[src/sv/ede_pkg.sv]
// ----------------------------------------------------------------------------
// ede_pkg
// Shared types and constants for the edit distance engine.
// ----------------------------------------------------------------------------
`default_nettype none

package ede_pkg;

  // Default longest query and name, in characters
  localparam int unsigned MAX_LEN_DEFAULT = 64;

  // Width of one character word
  localparam int unsigned SYM_W = 8;

  // Width of the reported distance
  localparam int unsigned DIST_W = 7;

  // Command codes carried on the cmd port
  typedef enum logic [1:0] {
    CMD_CLEAR  = 2'd0,
    CMD_APPEND = 2'd1,
    CMD_NAME   = 2'd2,
    CMD_END    = 2'd3
  } cmd_t;

  // Sequencer states
  typedef enum logic [2:0] {
    ST_IDLE = 3'b001,
    ST_ROW  = 3'b010,
    ST_REP  = 3'b100
  } state_t;

endpackage

`default_nettype wire

[src/sv/ede_ram.sv]
// ----------------------------------------------------------------------------
// ede_ram
// Generic simple dual-port RAM: one write port, one read port, registered read.
// ----------------------------------------------------------------------------
`default_nettype none

module ede_ram #(
  parameter int unsigned WIDTH = 8,
  parameter int unsigned DEPTH = 64,
  localparam int unsigned AW = (DEPTH > 1) ? $clog2(DEPTH) : 1
) (
  input  wire logic             clk,
  input  wire logic             we,
  input  wire logic [AW-1:0]    waddr,
  input  wire logic [WIDTH-1:0] wdata,
  input  wire logic [AW-1:0]    raddr,
  output logic      [WIDTH-1:0] rdata
);

  logic [WIDTH-1:0] mem [DEPTH];

  // Write port
  always_ff @(posedge clk) begin
    if (we) begin
      mem[waddr] <= wdata;
    end
  end

  // Registered read port
  always_ff @(posedge clk) begin
    rdata <= mem[raddr];
  end

endmodule

`default_nettype wire

[src/sv/ede_cell.sv]
// ----------------------------------------------------------------------------
// ede_cell
// One dynamic-programming cell: least of substitution, insertion and deletion.
// ----------------------------------------------------------------------------
`default_nettype none

module ede_cell #(
  parameter int unsigned CW = 7
) (
  input  wire logic [CW-1:0] diag,
  input  wire logic [CW-1:0] left,
  input  wire logic [CW-1:0] up,
  input  wire logic          match,
  output logic      [CW-1:0] cost
);

  logic [CW-1:0] sub_cost;
  logic [CW-1:0] ins_cost;
  logic [CW-1:0] del_cost;
  logic [CW-1:0] min_ab;

  // Substitution is free on a matching character
  assign sub_cost = diag + CW'(!match);
  assign ins_cost = left + CW'(1);
  assign del_cost = up + CW'(1);

  // Take the least of the three
  assign min_ab = (ins_cost < sub_cost) ? ins_cost : sub_cost;
  assign cost   = (del_cost < min_ab) ? del_cost : min_ab;

endmodule

`default_nettype wire

[src/sv/edit_distance_engine_unit.sv]
// ----------------------------------------------------------------------------
// edit_distance_engine_unit
// Levenshtein distance between a stored query and a name streamed one
// character at a time.
// ----------------------------------------------------------------------------
// Issue a word by raising start with cmd and symbol while busy is low. Clear
// and append never raise busy, nor does a name character against an empty query.
// A name character with a non-empty query of length L keeps busy high until
// the row walk has written back all L cells: the cost row lives in a RAM with
// one read and one write port, and the row walk reads, updates and writes back
// one cell per cycle. End of name passes through the report state, from which
// the result is registered onto distance and truncated and shown for a single
// cycle with valid high.
// The receiver cannot stall, so it must capture the result on that cycle.
// No clearing pass follows reset; the block takes words straight away.
// ----------------------------------------------------------------------------
`default_nettype none

module edit_distance_engine_unit #(
  parameter int unsigned MAX_LEN = ede_pkg::MAX_LEN_DEFAULT
) (
  input  wire logic                         clk,
  input  wire logic                         rst,
  input  wire logic                         start,
  output logic                              busy,
  input  wire logic [1:0]                   cmd,
  input  wire logic [ede_pkg::SYM_W-1:0]    symbol,
  output logic                              valid,
  output logic      [ede_pkg::DIST_W-1:0]   distance,
  output logic                              truncated
);

  // Length counters and row indexes hold 0..MAX_LEN
  localparam int unsigned LW  = $clog2(MAX_LEN + 1);
  // Costs reach MAX_LEN + 1 inside a cell
  localparam int unsigned CW  = $clog2(MAX_LEN + 2);
  // Query store address
  localparam int unsigned QAW = (MAX_LEN > 1) ? $clog2(MAX_LEN) : 1;
  localparam int unsigned DW  = ede_pkg::DIST_W;
  localparam int unsigned SW  = ede_pkg::SYM_W;
  localparam logic [LW-1:0] MAXL = LW'(MAX_LEN);

  ede_pkg::state_t state;
  ede_pkg::cmd_t   cmd_in;

  logic          accept;
  logic [LW-1:0] qlen;
  logic [LW-1:0] nlen;
  logic          ovf;
  logic          fresh;
  logic [LW-1:0] rd_idx;
  logic          rd_active;
  logic          cmp_active;
  logic [LW-1:0] cmp_idx;

  logic [CW-1:0] diag;
  logic [CW-1:0] left;
  logic [SW-1:0] sym_q;

  logic          q_we;
  logic [QAW-1:0] q_waddr;
  logic [QAW-1:0] q_raddr;
  logic [LW-1:0] q_ridx;
  logic [SW-1:0] q_rdata;

  logic          r_we;
  logic [LW-1:0] r_raddr;
  logic [CW-1:0] r_rdata;

  logic [CW-1:0] up;
  logic [CW-1:0] cost;
  logic [CW-1:0] rep_val;
  logic [CW+DW-1:0] rep_wide;

  assign cmd_in = ede_pkg::cmd_t'(cmd);
  assign busy   = (state != ede_pkg::ST_IDLE);
  assign accept = start && !busy;

  // Query store: written on append, read one column ahead of the row update
  assign q_we    = accept && (cmd_in == ede_pkg::CMD_APPEND) && (qlen != MAXL);
  assign q_waddr = qlen[QAW-1:0];
  assign q_ridx  = rd_idx - LW'(1);
  assign q_raddr = q_ridx[QAW-1:0];

  ede_ram #(
    .WIDTH (SW),
    .DEPTH (MAX_LEN)
  ) u_query_ram (
    .clk   (clk),
    .we    (q_we),
    .waddr (q_waddr),
    .wdata (symbol),
    .raddr (q_raddr),
    .rdata (q_rdata)
  );

  // Cost row: walk reads column j while column j-1 is written back;
  // when idle, point at the query length for the end-of-name report
  assign r_we    = (state == ede_pkg::ST_ROW) && cmp_active;
  assign r_raddr = (state == ede_pkg::ST_ROW) ? rd_idx : qlen;

  ede_ram #(
    .WIDTH (CW),
    .DEPTH (MAX_LEN + 1)
  ) u_row_ram (
    .clk   (clk),
    .we    (r_we),
    .waddr (cmp_idx),
    .wdata (cost),
    .raddr (r_raddr),
    .rdata (r_rdata)
  );

  // A row not yet touched since the last re-initialisation reads as identity
  assign up = fresh ? CW'(cmp_idx) : r_rdata;

  ede_cell #(
    .CW (CW)
  ) u_cell (
    .diag  (diag),
    .left  (left),
    .up    (up),
    .match (q_rdata == sym_q),
    .cost  (cost)
  );

  // Distance at the query length, masked to the port width
  always_comb begin
    if (qlen == '0) begin
      rep_val = CW'(nlen);
    end else if (fresh) begin
      rep_val = CW'(qlen);
    end else begin
      rep_val = r_rdata;
    end
  end
  assign rep_wide = (CW + DW)'(rep_val);

  // Sequencer and control state
  always_ff @(posedge clk) begin
    if (rst) begin
      state      <= ede_pkg::ST_IDLE;
      qlen       <= '0;
      nlen       <= '0;
      ovf        <= 1'b0;
      fresh      <= 1'b1;
      rd_idx     <= '0;
      rd_active  <= 1'b0;
      cmp_active <= 1'b0;
      valid      <= 1'b0;
    end else begin
      valid <= 1'b0;
      unique case (state)
        ede_pkg::ST_IDLE: begin
          if (accept) begin
            unique case (cmd_in)
              ede_pkg::CMD_CLEAR: begin
                qlen  <= '0;
                ovf   <= 1'b0;
                fresh <= 1'b1;
                nlen  <= '0;
              end
              ede_pkg::CMD_APPEND: begin
                if (qlen == MAXL) begin
                  ovf <= 1'b1;
                end else begin
                  qlen <= qlen + LW'(1);
                end
                fresh <= 1'b1;
                nlen  <= '0;
              end
              ede_pkg::CMD_NAME: begin
                if (nlen == MAXL) begin
                  ovf <= 1'b1;
                end else begin
                  nlen <= nlen + LW'(1);
                  if (qlen != '0) begin
                    state     <= ede_pkg::ST_ROW;
                    rd_idx    <= LW'(1);
                    rd_active <= 1'b1;
                  end
                end
              end
              ede_pkg::CMD_END: begin
                state <= ede_pkg::ST_REP;
              end
              default: begin
                state <= ede_pkg::ST_IDLE;
              end
            endcase
          end
        end
        ede_pkg::ST_ROW: begin
          // Advance the read column until the query length is reached
          if (rd_active) begin
            if (rd_idx == qlen) begin
              rd_active <= 1'b0;
            end else begin
              rd_idx <= rd_idx + LW'(1);
            end
          end
          cmp_active <= rd_active;
          // Finish once the last column is written back
          if (cmp_active && (cmp_idx == qlen)) begin
            state <= ede_pkg::ST_IDLE;
            fresh <= 1'b0;
          end
        end
        ede_pkg::ST_REP: begin
          valid <= 1'b1;
          nlen  <= '0;
          fresh <= 1'b1;
          state <= ede_pkg::ST_IDLE;
        end
        default: begin
          state <= ede_pkg::ST_IDLE;
        end
      endcase
    end
  end

  // Row walk data path and result registers
  always_ff @(posedge clk) begin
    if (accept && (cmd_in == ede_pkg::CMD_NAME)) begin
      diag  <= CW'(nlen);
      left  <= CW'(nlen) + CW'(1);
      sym_q <= symbol;
    end
    if (state == ede_pkg::ST_ROW) begin
      cmp_idx <= rd_idx;
      if (cmp_active) begin
        left <= cost;
        diag <= up;
      end
    end
    if (state == ede_pkg::ST_REP) begin
      distance  <= rep_wide[DW-1:0];
      truncated <= ovf;
    end
  end

endmodule

`default_nettype wire

[config.mk]
export PLATFORM = sky130hd
export DESIGN_NAME = edit_distance_engine_unit
export DESIGN_NICKNAME = d
export VERILOG_FILES = /design/src/sv/ede_pkg.sv /design/src/sv/ede_ram.sv /design/src/sv/ede_cell.sv /design/src/sv/edit_distance_engine_unit.sv
export SDC_FILE = /design/constraint.sdc
export NUM_CORES = 1
export LEC_CHECK = 0
export BUFFER_PORTS_ARGS = -buffer_cell sky130_fd_sc_hd__buf_4
export CAP_MARGIN = 20
export CORE_ASPECT_RATIO = 0.75
export CORE_UTILIZATION = 45
export DETAILED_ROUTE_END_ITERATION = 8
export PLACE_DENSITY = 0.57
export REMOVE_ABC_BUFFERS = 1
export SLEW_MARGIN = 20
export SYNTH_ARGS = -nofsm -noshare
export SYNTH_HDL_FRONTEND = slang
export SYNTH_HIERARCHICAL = 1
export SYNTH_SLANG_ARGS = --single-unit
[constraint.sdc]
create_clock -name clk -period 8.9 [get_ports clk]
set_input_delay 1.335 -clock clk [delete_from_list [all_inputs] [get_ports clk]]
set_output_delay 1.335 -clock clk [all_outputs]
set_load 0.05 [all_outputs]
==> results of run 1 <==
## sequential cells by signal, indices dropped and copies added, names as in the netlist, 3 cells and up
name	flops
cmp_idx	7
diag	7
distance	7
left	7
nlen	7
qlen	7
rd_idx	7
state	3
sym_q	8
u_query_ram/mem	512
u_query_ram/rdata	8
u_row_ram/mem	455
u_row_ram/rdata	7
## cell usage in the layout (no fill, tap or decap), drive strengths merged, types with 50 or more instances in the layout
cell type,netlist,layout
edfxtp,990,990
mux4,238,238
nor2,180,180
clkbuf,50,133
nand2,85,85
mux2i,76,76
dfxtp,58,58
buf,69,57
nand3,53,53
mux2,50,50
## cell families (layout without fill, tap and decap cells)
group	count (synthesis)	after routing
DFF	1048	1048
and+or+nand+nor	437	437
muxes	364	364
AOI/OAI and AO/OA	187	187
buffers and inverters	148	273
xor gates and xnor gates	52	52
adders and majority gates	27	27
## stage by stage
step | power (mW) | utilization [%] | worst slack (ns) | TNS [ns]
after floorplan | 5.888 | - | -4.635 | -41.40
after global placement | 6.030 | 47.11 | 2.763 | 0
final | 10.18 | 50.63 | 2.481 | 0
after detailed placement | 6.045 | 47.11 | 2.547 | 0
after CTS | 10.27 | 50.61 | 2.465 | 0
after global routing | 10.48 | 50.63 | 2.119 | 0
## worst paths after layout
kind,from,endpoint
max,sym_q[2]$_DFFE_PP_,u_row_ram/mem[33][1]$_DFFE_PP_
min,ovf$_SDFFE_PP0P_,truncated$_DFFE_PN_
max reg2reg,sym_q[2]$_DFFE_PP_,u_row_ram/mem[33][1]$_DFFE_PP_
min reg2reg,ovf$_SDFFE_PP0P_,truncated$_DFFE_PN_
## final cells by class
| class | instances | area, sq um | area share (%) |
|---|---|---|---|
| clock buffer | 132 | 2758 | 5.820 |
| clock inverter | 54 | 518.0 | 1.093 |
| inverter | 29 | 120.1 | 0.2535 |
| multi-input combinational | 1067 | 11100 | 23.43 |
| sequential | 1048 | 30890 | 65.20 |
| tap | 1237 | 1548 | 3.267 |
| timing repair buffer | 58 | 445.4 | 0.9401 |
## where the power goes
| part | switching (mW) | internal (mW) | total, mW | leakage [nW] |
|---|---|---|---|---|
| Sequential | 0.0103 | 5.48 | 5.49 | 9.44 |
| Clock | 1.82 | 2.42 | 4.24 | 1.59 |
| Combinational | 0.303 | 0.143 | 0.446 | 3.95 |
| Total | 2.14 | 8.04 | 10.2 | 15.0 |
## routing by layer
metal,vias up,global-route usage (%),wire (um)
met5,-,0,0
met4,0,4.805,1899
met3,132,4.428,7380
met2,734,28.99,42130
met1,11370,32.67,46360
li1,9264,-,-
## worst max-delay path: stages (launching register included)
cell and delay, ns:
edfxtp_1 0.38, xnor2_1 0.16, nand4_1 0.12, nor2_1 0.34
inv_1 0.16, ha_1 0.25, xor2_1 0.20, inv_1 0.07
ha_1 0.27, a21boi_2 0.16, o22ai_2 0.13, maj3_4 0.39
o21ai_4 0.24, mux2_2 0.41, ha_1 0.40, nand4_1 0.14
a21oi_1 0.18, a211oi_1 0.12, nor3_4 0.75, mux2i_4 0.75
buf_4 0.50
==> flow_summary.ini, run 1 <==
[detailed_routing]
routedWlPerCell_um = 26.97
dr.pass1.iters = 5
route.vias.total = 21500
remaining_drc_errors = 0
first_iter_violations = 1893
ant_nets = 0
avgViaCountPerCell = 5.932
wirelength_um = 97770

[yosys]
ys_seq_area_share_pct = 72.56
yosys.area_share.adder_pct = 0.7965
yosysTopAreaCell = edfxtp_1
async_flop_share_pct = 0
ys_top_cells_by_area = edfxtp_1, mux4_2, dfxtp_1
synth_top_family_by_area = multiplexers
synth_edf_count = 990
synth.area.mux_share_pct = 15.70
synth_seq_cells = 1048
netlist_area_sq_um = 42570
yosys.area_share.simple_pct = 4.805
syn_inst = 2263
synthXorXnorAreaFrac_pct = 1.070
postSynthAreaPerCell_sq_um = 18.81
ys_types = 81
synth_top_cells_by_count = edfxtp_1, mux4_2, nor2_1, nand2_1, mux2i_1
ys_warn_count = 6
synth_top_area_share_pct = 69.83
synth_most_common_cell = edfxtp_1
synth_compound_area_share_pct = 3.274
synth-main-ff-cell = edfxtp_1

[global_routing]
globalRouteTotalUtil_pct = 20.63
grt_overflow = 0
grt_pass1_wl_um = 143800
antenna_found_initial = 1
grt_max_degree = 92
grt_pass1_vias = 21520

[min_path]
hold_path.class = reg2reg
holdPathStages = 0

[die]
die_h_um = 268.4
fp-row-count = 97
die_x_um = 357.2
io-pin-count = 23
core-area_sq_um = 93570
start_util_pct = 45.49
die-area_sq_um = 95850

[setup_path]
critPathKind = reg2reg
cp_data_arrival_time_ns = 6.83
required_ns = 9.31
rrSetupSlack_ns = 2.48
end_kind = flip-flop
cp_max_fo = 41
cp-start-kind = flip-flop
reg2reg_depth = 20

[run]
drv_cap = 0

[clock_network]
post-cts-setup-buffers = 0
root_buffer = clkbuf_16
clockBufferDepth = 3
ctsHoldBuffers = 0
cts_resized = 0
htree_levels = 3
cts_tree = done
cts_sinks = 1048
cts_buffers = 103
clk-insertion-delay-late_ns = 0.68
clkSlewWorstSetupHoldPaths_ns = 0.06

[place]
placedInstanceArea_sq_um = 44090
routabilityCongestion = 0.8531
io_buffer_count = 22
place_hpwl_um = 60740
dp_cells = 3437

[cells_and_area]
fin_nets = 2346
drive_above_1_share_pct = 22.53
final_cells = 3625
nFillCells = 7512
area_growth_pct = 11.29
n_antenna_cell = 0
post-route-cell-area_sq_um = 47380

[timing]
rsz0062_at_grt = no
worst_pin_slew_ns = 1.117
fin_hold_ws_ns = 0.4791
fin_crit_sh_pct = 72.12
fmax_mhz = 155.8
maxSlewHeadroom_pct = 25.52
setup_viol = 0
period_needed_ns = 6.419
clock_skew_ns = 0.03340
hold_viol = 0
slew_viol_final = 0

[power]
p_per_area_nw_per_um2 = 214.8
max-vdd-ir-drop_mv = 0.1583
leakagePower_nw = 14.98

[run_status]
outcome = finished clean
Note: power is estimated with default switching activity, not from simulation.
==> run 2, diff against run 1 <==
- PLACE_DENSITY: 0.57 -> 0.59
- clock period: 8.9 -> 5.4 ns (I/O delays scaled with it)
==> run 2 against run 1 <==
Effect of this change:
- sequential cell count unchanged
- utilization increased by 0.99 points
- non-clock buffer count increased by 58
- design area increased by 1.9%
- clock power increased by 72%
- power increased by 69%
- routed wire length increased by 4.5%
- count of clock-buffer cells in the layout decreased by 5
- final cell count increased by 1.8%
- critical path type unchanged
- largest power group unchanged
==> flow_summary.ini, run 2 (same netlist as run 1, synthesis figures left out) <==
[run_status]
outcome = finished clean

[die]
die_x_um = 357.2
fp-row-count = 97
die-area_sq_um = 95850
start_util_pct = 45.49
die_h_um = 268.4
io-pin-count = 23
core-area_sq_um = 93570

[power]
p_total_mw = 17.18
leakagePower_nw = 15.46
max-vdd-ir-drop_mv = 0.2484
p_per_area_nw_per_um2 = 355.7

[setup_path]
critPathKind = reg2reg
end_kind = flip-flop
cp_data_arrival_time_ns = 5.57
cp_max_fo = 16
reg2reg_depth = 24
cp-start-kind = flip-flop
required_ns = 5.78

[timing]
clock_skew_ns = 0.04124
slew_viol_final = 0
fmax_mhz = 192.7
hold_viol = 0
setup_viol = 0
period_needed_ns = 5.190
maxSlewHeadroom_pct = 19.53
worst_pin_slew_ns = 1.203
rsz0062_at_grt = no
fin_crit_sh_pct = 96.12
setup-tns-final_ns = 0

[cells_and_area]
multiInputGateArea_sq_um = 11160
nFillCells = 7330
seqCellArea_sq_um = 30890
area_growth_pct = 13.46
drive_above_1_share_pct = 25.12
largest_register_ff_count = 512
top_regs = u_query_ram/mem (512), u_row_ram/mem (455)
fin_nets = 2404
final_cell_mix = edfxtp_1, mux4_2, nor2_1
regMostFlops = u_query_ram/mem
layout_commonest_cell = edfxtp_1

[place]
routabilityCongestion = 0.8984
io_buffer_count = 22
place_hpwl_um = 65020

[detailed_routing]
ant_nets = 0
wirelength_um = 102200
dr.pass1.iters = 7
route.vias.total = 22050
routedWlPerCell_um = 27.69
remaining_drc_errors = 0
avgViaCountPerCell = 5.974
first_iter_violations = 2244

[clock_network]
clkSlewWorstSetupHoldPaths_ns = 0.06
htree_levels = 3
clk-insertion-delay-late_ns = 0.68
clockBufferDepth = 3
cts_sinks = 1048
cts_tree = done
root_buffer = clkbuf_16
cts_buffers = 103
ctsHoldBuffers = 0

[global_routing]
grt_pass1_vias = 21640
globalRouteTotalUtil_pct = 21.37
grt_max_degree = 67
grt_overflow = 0
grt_pass1_wl_um = 148200
antenna_found_initial = 2

[run]
drv_cap = 0

[min_path]
hold_path.class = reg2reg
holdPathStages = 0
run 2: cell types whose count changed in the layout (fill, tap and decap cells not counted), moves of 3 or more:
| cell | previous run | this run |
|---|---|---|
| buf_4 | 55 | 96 |
| buf_12 | 1 | 15 |
| clkbuf_16 | 104 | 108 |
| nor3_2 | 6 | 1 |
| nor2_2 | 1 | 4 |
| buf_6 | 0 | 3 |
| clkinv_2 | 17 | 21 |
| clkbuf_1 | 23 | 18 |
| bufinv_16 | 8 | 13 |
| nor2_1 | 179 | 175 |
| nor3_1 | 13 | 17 |
run 2: worst paths after layout:
path                            from  slack [ns]                              to
setup / recovery  sym_q[2]$_DFFE_PP_        0.21  u_row_ram/mem[21][5]$_DFFE_PP_
hold / removal      ovf$_SDFFE_PP0P_        0.43             truncated$_DFFE_PN_
setup reg to reg  sym_q[2]$_DFFE_PP_        0.21  u_row_ram/mem[21][5]$_DFFE_PP_
hold reg to reg     ovf$_SDFFE_PP0P_        0.43             truncated$_DFFE_PN_
run 2: metal layers:
layer	vias up	part of all wire (%)	global-route usage, %	wire (um)
met1	11660	45	33.21	46450
met2	869	43	29.90	44070
met3	134	9.3	5.385	9519
met5	-	0.14	0.9500	140
met4	4	2.0	5.278	2034
li1	9383	-	-	-
run 2: critical path, stage by stage, from the launching register on:
cell and delay [ns]:
edfxtp_1 0.38, xnor2_1 0.16, nand4_1 0.18, nor2_4 0.18, inv_2 0.06, ha_2 0.18, nand2_1 0.10, xnor2_2 0.15
inv_1 0.09, ha_1 0.28, o21a_1 0.13, o22ai_2 0.09, maj3_4 0.37, o21ai_4 0.22, mux2_4 0.34, ha_1 0.19
a21o_2 0.21, a21o_2 0.23, a211o_1 0.30, a31oi_2 0.22, nor3_4 0.09, buf_4 0.18, mux2i_4 0.20, buf_12 0.17
clkbuf_16 0.18
run 2: through the flow:
| stage | utilization, % | setup WS, ns | hold WS (ns) | cell area (sq um) | std cells |
|---|---|---|---|---|---|
| global placement | 47.61 | -0.03364 | 0.4336 | 44550 | 3482 |
| finish | 51.62 | 0.2096 | 0.4321 | 48300 | 3691 |
| CTS | 51.41 | 0.05875 | 0.4295 | 48100 | 3681 |
| detailed placement | 47.62 | -0.1776 | 0.4333 | 44560 | 3483 |
| floorplan | - | -8.135 | 0.4080 | 41920 | 2144 |
| global route | 51.61 | 0.004174 | 0.4614 | 48300 | 3689 |
run 2: cell type report:
type,count,area share (%)
multi-input cells,1067,23.10
clock buffers,127,5.717
inverters,29,0.2487
clock inverters,65,1.477
repair buffers,116,2.287
diodes,2,0.01036
well taps,1237,3.204
flip-flops and latches,1048,63.95
run 2: what timing repair did:
action | 4_1_cts | 5_1_grt
gates resized for setup | 1 | 13
cloned | 0 | 3
pin swaps | 1 | 11
endpoints found under the setup margin | 250 | 421
setup buffers | 6 | 4
run 2: where the power goes:
| part | internal (mW) | switching, mW |
|---|---|---|
| Clock | 4.26 | 3.03 |
| Combinational | 0.311 | 0.532 |
| Sequential | 9.03 | 0.0156 |
